--- config.mk ---
export PLATFORM = sky130hd
export DESIGN_NAME = pst_ctrl
export DESIGN_NICKNAME = d
export VERILOG_FILES = /design/src/hw/rtl/pst_pkg.sv /design/src/hw/rtl/pst_ctrl.sv
export SDC_FILE = /design/constraint.sdc
export NUM_CORES = 1
export LEC_CHECK = 0
export ABC_AREA = 1
export CAP_MARGIN = 0
export CORE_AREA = 5 5 42 44
export DETAILED_ROUTE_END_ITERATION = 8
export DIE_AREA = 0 0 47 49
export DONT_BUFFER_PORTS = 1
export PLACE_DENSITY = 0.42
export SYNTH_ARGS = -nofsm -noshare
export SYNTH_HDL_FRONTEND = slang
export SYNTH_SLANG_ARGS = --single-unit
--- constraint.sdc ---
create_clock -name clock -period 1.3 [get_ports clock]
set_input_delay 0.065 -clock clock [delete_from_list [all_inputs] [get_ports clock]]
set_output_delay 0.065 -clock clock [all_outputs]
set_load 0.005 [all_outputs]
--- src/hw/rtl/pst_pkg.sv ---
// Package for the pairwise span tracker: field widths, status codes and the
// command and status structs that join the controller to the datapath.
// Depends on nothing.
package pst_pkg;

   localparam int WORD_W = 32;
   localparam int COUNT_W = 11;
   localparam int CAPACITY_MAX_DEFAULT = 1024;

   localparam logic [WORD_W-1:0] SIGN_FLIP = 32'h8000_0000;
   localparam logic [WORD_W-1:0] GAP_NONE = '1;

   localparam logic STATUS_OK = 1'b0;
   localparam logic STATUS_FULL = 1'b1;

   typedef struct packed {
      logic take;
      logic reject;
      logic scan_issue;
      logic write;
      logic load_rsp;
   } cmd_type;

   typedef struct packed {
      logic full;
      logic empty;
      logic idx_last;
      logic pipe_busy;
   } stat_type;

endpackage

--- src/hw/rtl/pst_ctrl.sv ---
// Controller of the pairwise span tracker: sequences check, scan, write and
// response load, and owns the request ready and response valid.
// Depends on pst_pkg.
module pst_ctrl (
   input  logic              clock,
   input  logic              reset,
   input  logic              req_valid,
   output logic              req_ready,
   output logic              rsp_valid,
   input  logic              rsp_ready,
   input  pst_pkg::stat_type stat,
   output pst_pkg::cmd_type  cmd
);
   import pst_pkg::*;

   localparam logic [2:0] ST_IDLE   = 3'd0;
   localparam logic [2:0] ST_CHECK  = 3'd1;
   localparam logic [2:0] ST_SCAN   = 3'd2;
   localparam logic [2:0] ST_DRAIN  = 3'd3;
   localparam logic [2:0] ST_WRITE  = 3'd4;
   localparam logic [2:0] ST_FINISH = 3'd5;

   logic [2:0] state_ff, state_in;
   logic       rsp_valid_ff, rsp_valid_in;
   logic       out_free;

   assign out_free = !rsp_valid_ff || rsp_ready;

   always_comb begin
      state_in = state_ff;
      cmd = '0;
      req_ready = 1'b0;
      rsp_valid_in = rsp_valid_ff && !rsp_ready;
      case (state_ff)
         ST_IDLE: begin
            req_ready = 1'b1;
            if (req_valid) begin
               cmd.take = 1'b1;
               state_in = ST_CHECK;
            end
         end
         ST_CHECK: begin
            if (stat.full) begin
               cmd.reject = 1'b1;
               state_in = ST_FINISH;
            end else if (stat.empty) begin
               state_in = ST_WRITE;
            end else begin
               state_in = ST_SCAN;
            end
         end
         ST_SCAN: begin
            cmd.scan_issue = 1'b1;
            if (stat.idx_last) begin
               state_in = ST_DRAIN;
            end
         end
         ST_DRAIN: begin
            if (!stat.pipe_busy) begin
               state_in = ST_WRITE;
            end
         end
         ST_WRITE: begin
            cmd.write = 1'b1;
            state_in = ST_FINISH;
         end
         ST_FINISH: begin
            if (out_free) begin
               cmd.load_rsp = 1'b1;
               rsp_valid_in = 1'b1;
               state_in = ST_IDLE;
            end
         end
         default: begin
            state_in = ST_IDLE;
         end
      endcase
   end

   always_ff @(posedge clock) begin
      if (reset) begin
         state_ff <= ST_IDLE;
         rsp_valid_ff <= 1'b0;
      end else begin
         state_ff <= state_in;
         rsp_valid_ff <= rsp_valid_in;
      end
   end

   assign rsp_valid = rsp_valid_ff;

   // A result is only loaded into a free or emptying output register.
   a_load_free: assert property (@(posedge clock) disable iff (reset)
      cmd.load_rsp |-> out_free)
      else $error("response loaded over an unread response");

   // An accepted request always goes on to the capacity check.
   a_take_check: assert property (@(posedge clock) disable iff (reset)
      req_valid && req_ready |=> state_ff == ST_CHECK)
      else $error("accepted request did not reach the check");
endmodule

Word level (Yosys, flattened, before mapping):

Cells that the tools add are included.

* bits in registers: 4
* bits in latches: 0
* memory bits (writable): 0
* memory bits (read-only): 0
* input port bits: 8
* logic and storage cells: 35
* memories: 0

* $add $sub $neg: 0
* multiply operators: 0
* div/mod/pow operators: 0
* magnitude comparators: 0
* eq/ne operators: 9
* shift-type cells: 0
* multiplexer cells: 18
* bitwise gates (word level): 0
* reduce and logical (&&, ||, !) cells: 6

Operators by type and width (number)
* $mux 3: 6
* $pmux 3 s6: 1
* $mux 1: 11
* $ne 2x2->1 const B: 4
* $eq 3x2->1 const B: 2
* $eq 3x3->1 const B: 2
* $reduce_and 4->1: 1
* $eq 3x1->1 const B: 1
* $logic_not 3->1: 1
* $logic_not 1->1: 2
* $logic_and 1x1->1: 1
* $logic_or 1x1->1: 1

Logic depth before layout (Yosys ltp):

Gate-level depths: netlist of run 1.

* word-level depth: 4
* depth in mapped cells: 8

Least setup slack after synthesis of run 1:

No wires, ideal clock.

* kind: reg2reg
* start: register state_ff[2]
* end: register state_ff[1]
* library setup time: 0.115 ns
* arrival time: 0.907 ns
* path slack: 0.278 ns
* stages on the path, launching flop included: 6
* buffers on the path: 0
* clock period less this slack: 1.022 ns
* cell sequence: dfxtp_1 -> nand3_2 -> nor2_4 -> nor2_4 -> a21oi_1 -> nor2_1

* cells in the longest elaborated chain, start to end: 3
* elaborated cells on any way between the ends: 12
* those cells by class: eq/ne (9); mux (1); reduce/logical (2)

RTL lines
* from (decl): RTL line pst_ctrl.sv:23 `logic [2:0] state_ff, state_in;`
* from (signal assigned): RTL line pst_ctrl.sv:85 `state_ff <= state_in;`
* $eq 3x3->1 (tied with other cells): RTL line pst_ctrl.sv:34 `case (state_ff)`
* $ne 2x2->1 (no line)
* $reduce_and 4->1 (no line)

Parallel ways exist; a longest one is shown, timed or not.
A chain may end at the register's enable or synchronous reset.

==> results.txt, run 1 <==
----------------------------------------------------
[STA]
  Total setup violations reported at the end of the flow ... 0
  Final count of pins violating max slew ... 0
  Hold Fails Final Rpt ... 0
  Slew @ Worst Pin ... 0.2603 ns
  Fin Clk Skew ... 0.0009935 ns
  Shortest period the worst path allows ... 1.140 ns
  Worst relative slew slack ... between 80 and 90%
  Crit path setup slack, layout ... roughly 0.16 ns
  Ratio of final minimum period to clock period ... between 80% and 90%
  Unrepaired setup endpoints after global routing ... no
  Post-Route Setup TNS ... 0 ns
  Max Fclk ... between 0.8 and 0.9 GHz
  Min Hold Slack ... roughly 0.11 ns

[Clocking]
  Source-to-sink clock delay at the later pin of the worst-skew pair ... about 0.23 ns
  Post-CTS Resized ... 0
  Cts-stage hold buffer count ... 1
  Postcts setup bufs ... 0
  Cell at the root of the clock tree ... sky130_fd_sc_hd__clkbuf_4
  TritonCTS buffer count ... 3
  CTS sink count ... 4
  # H-tree levels ... 1
  Clk slew on worst S/H paths ... 0.04 ns
  Maximum number of buffers from clock root to sink ... 2
  Clock tree from TritonCTS ... done

[Critical path]
  Worst Path Max Fanout ... 7
  Required time worst endpoint ... ~1.2 ns
  Critical path data arrival time ... around 1.1 ns
  Crit. End Element ... output port
  Total buffers and inverters traversed by the critical path ... 1
  Startpoint type of the worst setup path ... flop
  Delay of the slowest cell on the worst path ... 0.36 ns
  Critical path cell sequence ... nor2_1, inv_1, nor3_1
  CP top delay family ... simple AND/OR/NAND/NOR gates
  Critical path type ... flop to output port
  Library cell contributing the largest single delay on the critical path ... sky130_fd_sc_hd__dfxtp_1

[Floorplan]
  Height of the chip ... 49 µm
  Starting density of the core ... 23.39%
  Number of placed I/O pins ... 15
  Core Area ... 1401 µm²
  # rows ... 14
  Die X ... 47 µm
  Die area ... 2303 µm²

[Pwr]
  Largest vdd supply drop ... 0.4995 mV
  Switching power share of the total ... between 40% and 50%
  Sequential share of power ... a little under a third
  Power density normalized to cell area ... 1855 nW/µm²
  Comb power frac ... between 40% and 50%
  P_sw ... 0.3204 mW
  Leak pwr ... approximately 0.19 nW
  Relative contribution of the clock network to total power ... 20.9%
  Internal power ... 0.3850 mW

[Global route]
  Remaining global-route overflow ... 0
  Antenna violations before repair ... 0
  First-pass GRT wire length ... between 1000 and 1500 µm
  Global routing usage summed across all routing layers ... 6.967%
  Pin count of the biggest net entering global routing ... 8
  Via count of the first global-routing pass ... ~290

[Synth]
  Cell type with the highest aggregate area in the netlist ... sky130_fd_sc_hd__dfxtp_1
  Share of synthesized area spent on multiplexers ... 0%
  Compound-cell area share of the yosys netlist ... 11.83%
  Fraction of the yosys area taken by sequential cells ... 24.43%
  Main combinational cell family by area after synthesis ... simple AND/OR/NAND/NOR gates
  Count of unique library cells instantiated by Yosys ... 14
  Xor and xnor area share after synthesis ... 0%
  Synthesized-area fraction occupied by and/or/nand/nor cells ... between 40% and 50%
  Mean area per synthesized cell ... approximately 6.0 µm²
  Net count after synthesis ... 63
  Cells after Synth ... 55
  Number of storage elements in the synthesis netlist ... 4
  Synth area leaders ... sky130_fd_sc_hd__dfxtp_1 (24%), sky130_fd_sc_hd__inv_1 (15%), sky130_fd_sc_hd__nor2_1 (11%)
  Adder-cell share of the synthesized area ... 0%
  Warnings from Yosys ... 0
  Top cell type's share of synthesized area ... about a quarter
  Combined area of all synthesized cells ... between 300 and 400 µm²

[Detailed routing]
  Routed wire per std cell ... about 9.1 µm
  Met2 wire len ... between 300 and 400 µm
  Total via count in the routed design ... ~320
  Router iterations before antenna repair ... 4
  Highest routing layer actually used ... met4
  First-iteration detailed-routing DRC count ... 6
  Detailed route wirelength on metal3 ... ~55 µm
  Antenna violation net count after detailed routing ... 0
  Via density ... ~4.2
  Met1 Wirelength ... 274 µm
  Number of design rule violations left after detail routing ... 0
  Sum of routed wire length over all layers ... 681 µm

[Layout]
  Number of filler instances in the final layout ... approximately 170
  Synthesis-to-finish area growth ... 16.03%
  Post-route non-filler standard cell count ... 75
  Share of post-route cells with drive strength above 1 ... between 20% and 30%
  Net count of the finished layout ... 69
  Post-layout instance area ... between 300 and 400 µm²
  Diodes inserted ... 0

[Job]
  # Max-Cap Violations ... 0

[Place]
  HPWL after DPL ... 581.3 µm
  Weighted congestion at the end of routability-driven global placement ... 0.6261
  Setup slack at placement ... approximately 0.16 ns
  Cell count after placement ... 71
  Post-place instance area ... ~350 µm²
  IO Port Bufs ... 0

[Run status]
  Run status ... finished clean

[Worst hold path]
  Hold WC Path Type ... primary input to flop

----------------------------------------------------
## layout make-up
| cell class | count | area, µm² | area share, % |
|---|---|---|---|
| Multi-Input combinational cell | 37 | 195.2 | 51.32 |
| Timing Repair Buffer | 1 | 10.01 | 2.632 |
| Inverter | 14 | 52.55 | 13.82 |
| Sequential cell | 4 | 80.08 | 21.05 |
| Tap cell | 16 | 20.02 | 5.263 |
| Clock buffer | 3 | 22.52 | 5.921 |
## sequential cells by signal, indices dropped and copies added (netlist names)
| signal | flops |
|---|---|
| rsp_valid | 1 |
| state_ff | 3 |
## power groups by stage
| stage | clock network [mW] | registers [mW] | logic (mW) |
|---|---|---|---|
| after detailed placement | 0 | 0.224 | 0.342 |
| after global routing | 0.163 | 0.229 | 0.397 |
| final | 0.148 | 0.220 | 0.338 |
| after floorplan | 0 | 0.209 | 0.294 |
| after CTS | 0.159 | 0.221 | 0.347 |
| after global placement | 0 | 0.226 | 0.346 |
## placed cells by master (no fill, tap or decap), types with 2 or more instances in the layout
cell type / instances
sky130_fd_sc_hd__a21oi_1: 3
sky130_fd_sc_hd__clkbuf_4: 3
sky130_fd_sc_hd__dfxtp_1: 4
sky130_fd_sc_hd__inv_1: 13
sky130_fd_sc_hd__nand2_1: 9
sky130_fd_sc_hd__nand3_1: 3
sky130_fd_sc_hd__nand3_2: 3
sky130_fd_sc_hd__nor2_1: 10
sky130_fd_sc_hd__nor2_4: 2
sky130_fd_sc_hd__o21ai_0: 3
## through the flow
step,power [mW],utilization [%]
after floorplan,0.5027,-
after global placement,0.5718,24.82
after detailed placement,0.5657,24.82
after CTS,0.7267,27.14
after global routing,0.7896,27.14
final,0.7054,27.14
## kinds of logic after synthesis
family	Yosys count
buffers and inverters	14
and+or+nand+nor	30
AOI/OAI and AO/OA	7
DFF	4
## path summary, 6_finish.rpt
check / start / endpoint / slack [ns] / depth (start not counted)
max: state_ff[0] / cmd[4] / 0.16 / 3
min: rsp_ready / rsp_valid / 0.11 / 3
max reg2reg: state_ff[0] / state_ff[1] / 0.17 / 6
min reg2reg: state_ff[1] / state_ff[1] / 0.56 / 2
## layer usage
layer  vias up  global-route usage [%]
li1        174                       -
met1       134                   7.237
met2         6                   9.955
met3         2                   2.583
met4         0                   6.912
met5         -                       0
## worst reg2reg max path: stages, from the launching register on
cell and delay [ns]:
sky130_fd_sc_hd__dfxtp_1 0.36, sky130_fd_sc_hd__nor2_1 0.21, sky130_fd_sc_hd__nand3_1 0.10, sky130_fd_sc_hd__nand2_1 0.10, sky130_fd_sc_hd__inv_1 0.08, sky130_fd_sc_hd__a21oi_1 0.12
sky130_fd_sc_hd__nor2_1 0.06
## synthesized netlist by cell type
master / n
sky130_fd_sc_hd__a21oi_2: 1
sky130_fd_sc_hd__o21ai_0: 3
sky130_fd_sc_hd__dfxtp_1: 4
sky130_fd_sc_hd__nand3_1: 3
sky130_fd_sc_hd__nand3_2: 3
sky130_fd_sc_hd__nand2_2: 1
sky130_fd_sc_hd__a21oi_1: 3
sky130_fd_sc_hd__nor2_4: 2
sky130_fd_sc_hd__nor2_2: 1
sky130_fd_sc_hd__inv_1: 13
sky130_fd_sc_hd__nor3_1: 1
sky130_fd_sc_hd__inv_2: 1
sky130_fd_sc_hd__nand2_1: 9
sky130_fd_sc_hd__nor2_1: 10
Power figures use the tool's default switching activity.
==> run 2: changes to the inputs <==
--- a/config.mk
+++ b/config.mk
@@ -6,12 +6,13 @@
 export NUM_CORES = 1
 export LEC_CHECK = 0
 export ABC_AREA = 1
+export BUFFER_PORTS_ARGS = -buffer_cell sky130_fd_sc_hd__buf_2
 export CAP_MARGIN = 0
 export CORE_AREA = 5 5 42 44
+export CTS_CLUSTER_DIAMETER = 80
 export DETAILED_ROUTE_END_ITERATION = 8
 export DIE_AREA = 0 0 47 49
-export DONT_BUFFER_PORTS = 1
-export PLACE_DENSITY = 0.42
+export PLACE_DENSITY = 0.51
 export SYNTH_ARGS = -nofsm -noshare
 export SYNTH_HDL_FRONTEND = slang
 export SYNTH_SLANG_ARGS = --single-unit
==> constraint.sdc (replaced) <==
create_clock -name clock -period 1.3 [get_ports clock]
set_input_delay 0.13 -clock clock [delete_from_list [all_inputs] [get_ports clock]]
set_output_delay 0.13 -clock clock [all_outputs]
set_load 0.005 [all_outputs]
==> run 2 against run 1 <==
Effect of this change:
- total power is 16% higher
- core utilization is 5.0 points higher
- sequential cell count stayed put
- non-clock buffer count is 13 higher
- first-iteration DRC count is 17% higher
- global-route usage is 0.36 points lower
- design area is 18% higher
==> results.txt, run 2 (same netlist as run 1, synthesis figures left out) <==
----------------------------------------------------
[Pwr]
  Largest vdd supply drop ... 0.6849 mV (was 0.4995 mV)
  Relative contribution of the clock network to total power ... 18.2% (was 20.9%)
  Power density normalized to cell area ... 1813 nW/µm² (was 1855 nW/µm²)
  Leak pwr ... 0.2540 nW (was 0.1929 nW)
  P_sw ... 0.3682 mW (was 0.3204 mW)
  Switching power share of the total ... 45.08% (was 45.42%)
  Internal power ... 0.4486 mW (was 0.3850 mW)
  Comb power frac ... 51.9% (was 47.9%)
  Sequential share of power ... 29.9% (was 31.2%)

[Global route]
  Antenna violations before repair ... 0 (unchanged)
  Via count of the first global-routing pass ... 286 (was 292)
  Pin count of the biggest net entering global routing ... 8 (unchanged)
  Met1 track utilization from global routing ... 8.315% (was 7.237%)
  Most congested layer reported by global routing ... met2 (unchanged)
  Global-route track usage on met3 ... 2.214% (was 2.583%)
  First-pass GRT wire length ... 1110 µm (unchanged)
  Global routing usage summed across all routing layers ... 6.610% (was 6.967%)
  Global routing usage on met2 ... 9.276% (was 9.955%)
  Remaining global-route overflow ... 0 (unchanged)

[Clocking]
  TritonCTS buffer count ... 3 (unchanged)
  Cts-stage hold buffer count ... 0 (was 1)
  Maximum number of buffers from clock root to sink ... 2 (unchanged)
  Cell at the root of the clock tree ... sky130_fd_sc_hd__clkbuf_4 (unchanged)
  Clk slew on worst S/H paths ... 0.04 ns (about the same)
  Source-to-sink clock delay at the later pin of the worst-skew pair ... 0.23 ns (about the same)
  Clock tree from TritonCTS ... done (unchanged)
  # H-tree levels ... 1 (unchanged)
  CTS sink count ... 4 (unchanged)

[Detailed routing]
  Router iterations before antenna repair ... 4 (unchanged)
  First-iteration detailed-routing DRC count ... 7 (was 6)
  Antenna violation net count after detailed routing ... 0 (unchanged)
  Number of design rule violations left after detail routing ... 0 (unchanged)
  Sum of routed wire length over all layers ... 784 µm (was 681 µm)
  Routed wire per std cell ... 8.909 µm (was 9.080 µm)
  Total via count in the routed design ... 355 (was 316)
  Via density ... 4.034 (was 4.213)

[STA]
  Worst relative slew slack ... 82.14% (was 82.63%)
  Shortest period the worst path allows ... 1.197 ns (was 1.140 ns)
  Final count of pins violating max slew ... 0 (unchanged)
  Max Fclk ... 0.8352 GHz (was 0.8775 GHz)
  Total setup violations reported at the end of the flow ... 0 (unchanged)
  Hold Fails Final Rpt ... 0 (unchanged)
  Ratio of final minimum period to clock period ... 92.10% (was 87.66%)
  Fin Clk Skew ... 0.002281 ns (was 0.0009935 ns)
  Unrepaired setup endpoints after global routing ... no (unchanged)
  Post-Route Setup TNS ... 0 ns (unchanged)
  Slew @ Worst Pin ... 0.2676 ns (was 0.2603 ns)

[Layout]
  Number of filler instances in the final layout ... 169 (was 174)
  Register area ... 82.58 µm² (was 80.08 µm²)
  Share of post-route cells with drive strength above 1 ... 41.67% (was 20.34%)
  Flip-flop count of the largest register, all copies and words added ... 3 (unchanged)
  Register containing the most flip-flops in the final layout ... state_ff (unchanged)
  Diodes inserted ... 0 (unchanged)
  Multi-input gate area in the final layout ... 202.7 µm² (was 195.2 µm²)
  Post-layout instance area ... 450.4 µm² (was 380.4 µm²)
  Net count of the finished layout ... 82 (was 69)
  Synthesis-to-finish area growth ... 37.40% (was 16.03%)
  Most frequent cells in the layout ... sky130_fd_sc_hd__buf_2 (14), sky130_fd_sc_hd__inv_1 (12), sky130_fd_sc_hd__nor2_1 (9), sky130_fd_sc_hd__nand2_1 (9) (was sky130_fd_sc_hd__inv_1 (13), sky130_fd_sc_hd__nor2_1 (10), sky130_fd_sc_hd__nand2_1 (9))
  Leading cell type in the layout, fill and taps excluded ... sky130_fd_sc_hd__buf_2 (was sky130_fd_sc_hd__inv_1)

[Job]
  # Max-Cap Violations ... 0 (unchanged)

[Critical path]
  Critical path data arrival time ... 1.32 ns (was 1.07 ns)
  Worst Path Max Fanout ... 5 (was 7)
  Beginning of the critical path ... state_ff[1] (was state_ff[0])
  Source of the worst register-to-register timing path ... state_ff[1] (was state_ff[0])
  Worst reg-to-reg setup slack ... 0.10 ns (was 0.17 ns)
  Startpoint type of the worst setup path ... flop (unchanged)
  Required time worst endpoint ... 1.42 ns (was 1.24 ns)
  Crit. End Element ... flop (was output port)
  Critical path type ... flop to flop (was flop to output port)

[Floorplan]
  Number of placed I/O pins ... 15 (unchanged)
  Die X ... 47 µm (unchanged)
  # rows ... 14 (unchanged)
  Starting density of the core ... 23.39% (unchanged)
  Height of the chip ... 49 µm (unchanged)
  Core Area ... 1401 µm² (unchanged)
  Die area ... 2303 µm² (unchanged)

[Place]
  Weighted congestion at the end of routability-driven global placement ... 0.7505 (was 0.6261)
  HPWL after DPL ... 619.7 µm (was 581.3 µm)
  IO Port Bufs ... 14 (was 0)
  Post-place instance area ... 417.9 µm² (was 347.8 µm²)

[Run status]
  Run status ... finished clean (unchanged)

[Worst hold path]
  Hold WC Path Type ... primary input to flop (unchanged)
  Startpoint of the worst hold path ... reset (was rsp_ready)

----------------------------------------------------
[run 2: power groups by stage]
stage                     sequential (mW)  combinational, mW  clock, mW
final                               0.244              0.424      0.149
after global routing                0.252              0.482      0.167
after CTS                           0.227              0.418      0.162
after detailed placement            0.225              0.407          0
after global placement              0.222              0.411          0
after floorplan                     0.209              0.294          0
[run 2: path summary, 6_finish.rpt]
check / cells after the start / endpoint
max: 7 / state_ff[0]
min: 2 / state_ff[2]
max reg2reg: 7 / state_ff[0]
min reg2reg: 2 / rsp_valid
[run 2: what timing repair did]
item / 4_1_cts / 5_1_grt
pin swaps: 0 / 1
buffers inserted: 0 / 0
gates resized for setup: 1 / 4
endpoints found under the setup margin: 1 / 3
[run 2: critical path, stage by stage, from the launching register on]
cell and delay [ns]:
sky130_fd_sc_hd__dfxtp_1 0.46, sky130_fd_sc_hd__inv_2 0.09, sky130_fd_sc_hd__nand3_2 0.11, sky130_fd_sc_hd__nor2_4 0.05, sky130_fd_sc_hd__nor2_4 0.12, sky130_fd_sc_hd__o21ai_0 0.13
sky130_fd_sc_hd__nand2_1 0.08, sky130_fd_sc_hd__inv_1 0.04
[run 2: layout make-up]
type                       instances  share of cell area (%)
clock buffer                       3                   5.000
inverter                          14                   11.67
multi-input combinational         37                   45.00
sequential                         4                   18.33
tap                               16                   4.444
timing repair buffer              14                   15.56
[run 2: through the flow]
step / total power, mW / cells / utilization (%) / setup WS (ns) / hold WS (ns)
after floorplan: 0.5027 / 55 / - / 0.2781 / 0.1924
after global placement: 0.6330 / 85 / 29.82 / 0.1398 / 0.3316
after detailed placement: 0.6319 / 85 / 29.82 / 0.1531 / 0.3258
after CTS: 0.8062 / 88 / 31.61 / 0.01643 / 0.08053
after global routing: 0.9006 / 88 / 32.14 / 0.01885 / 0.08742
final: 0.8168 / 88 / 32.14 / 0.1027 / 0.08323
[run 2: metal layers]
layer	wire length [µm]	share of wire, %	vias to the layer above
li1	-	-	201
met2	370	47	8
met5	0	0	-
met1	353	45	146
met3	60	7.7	0
met4	0	0	0
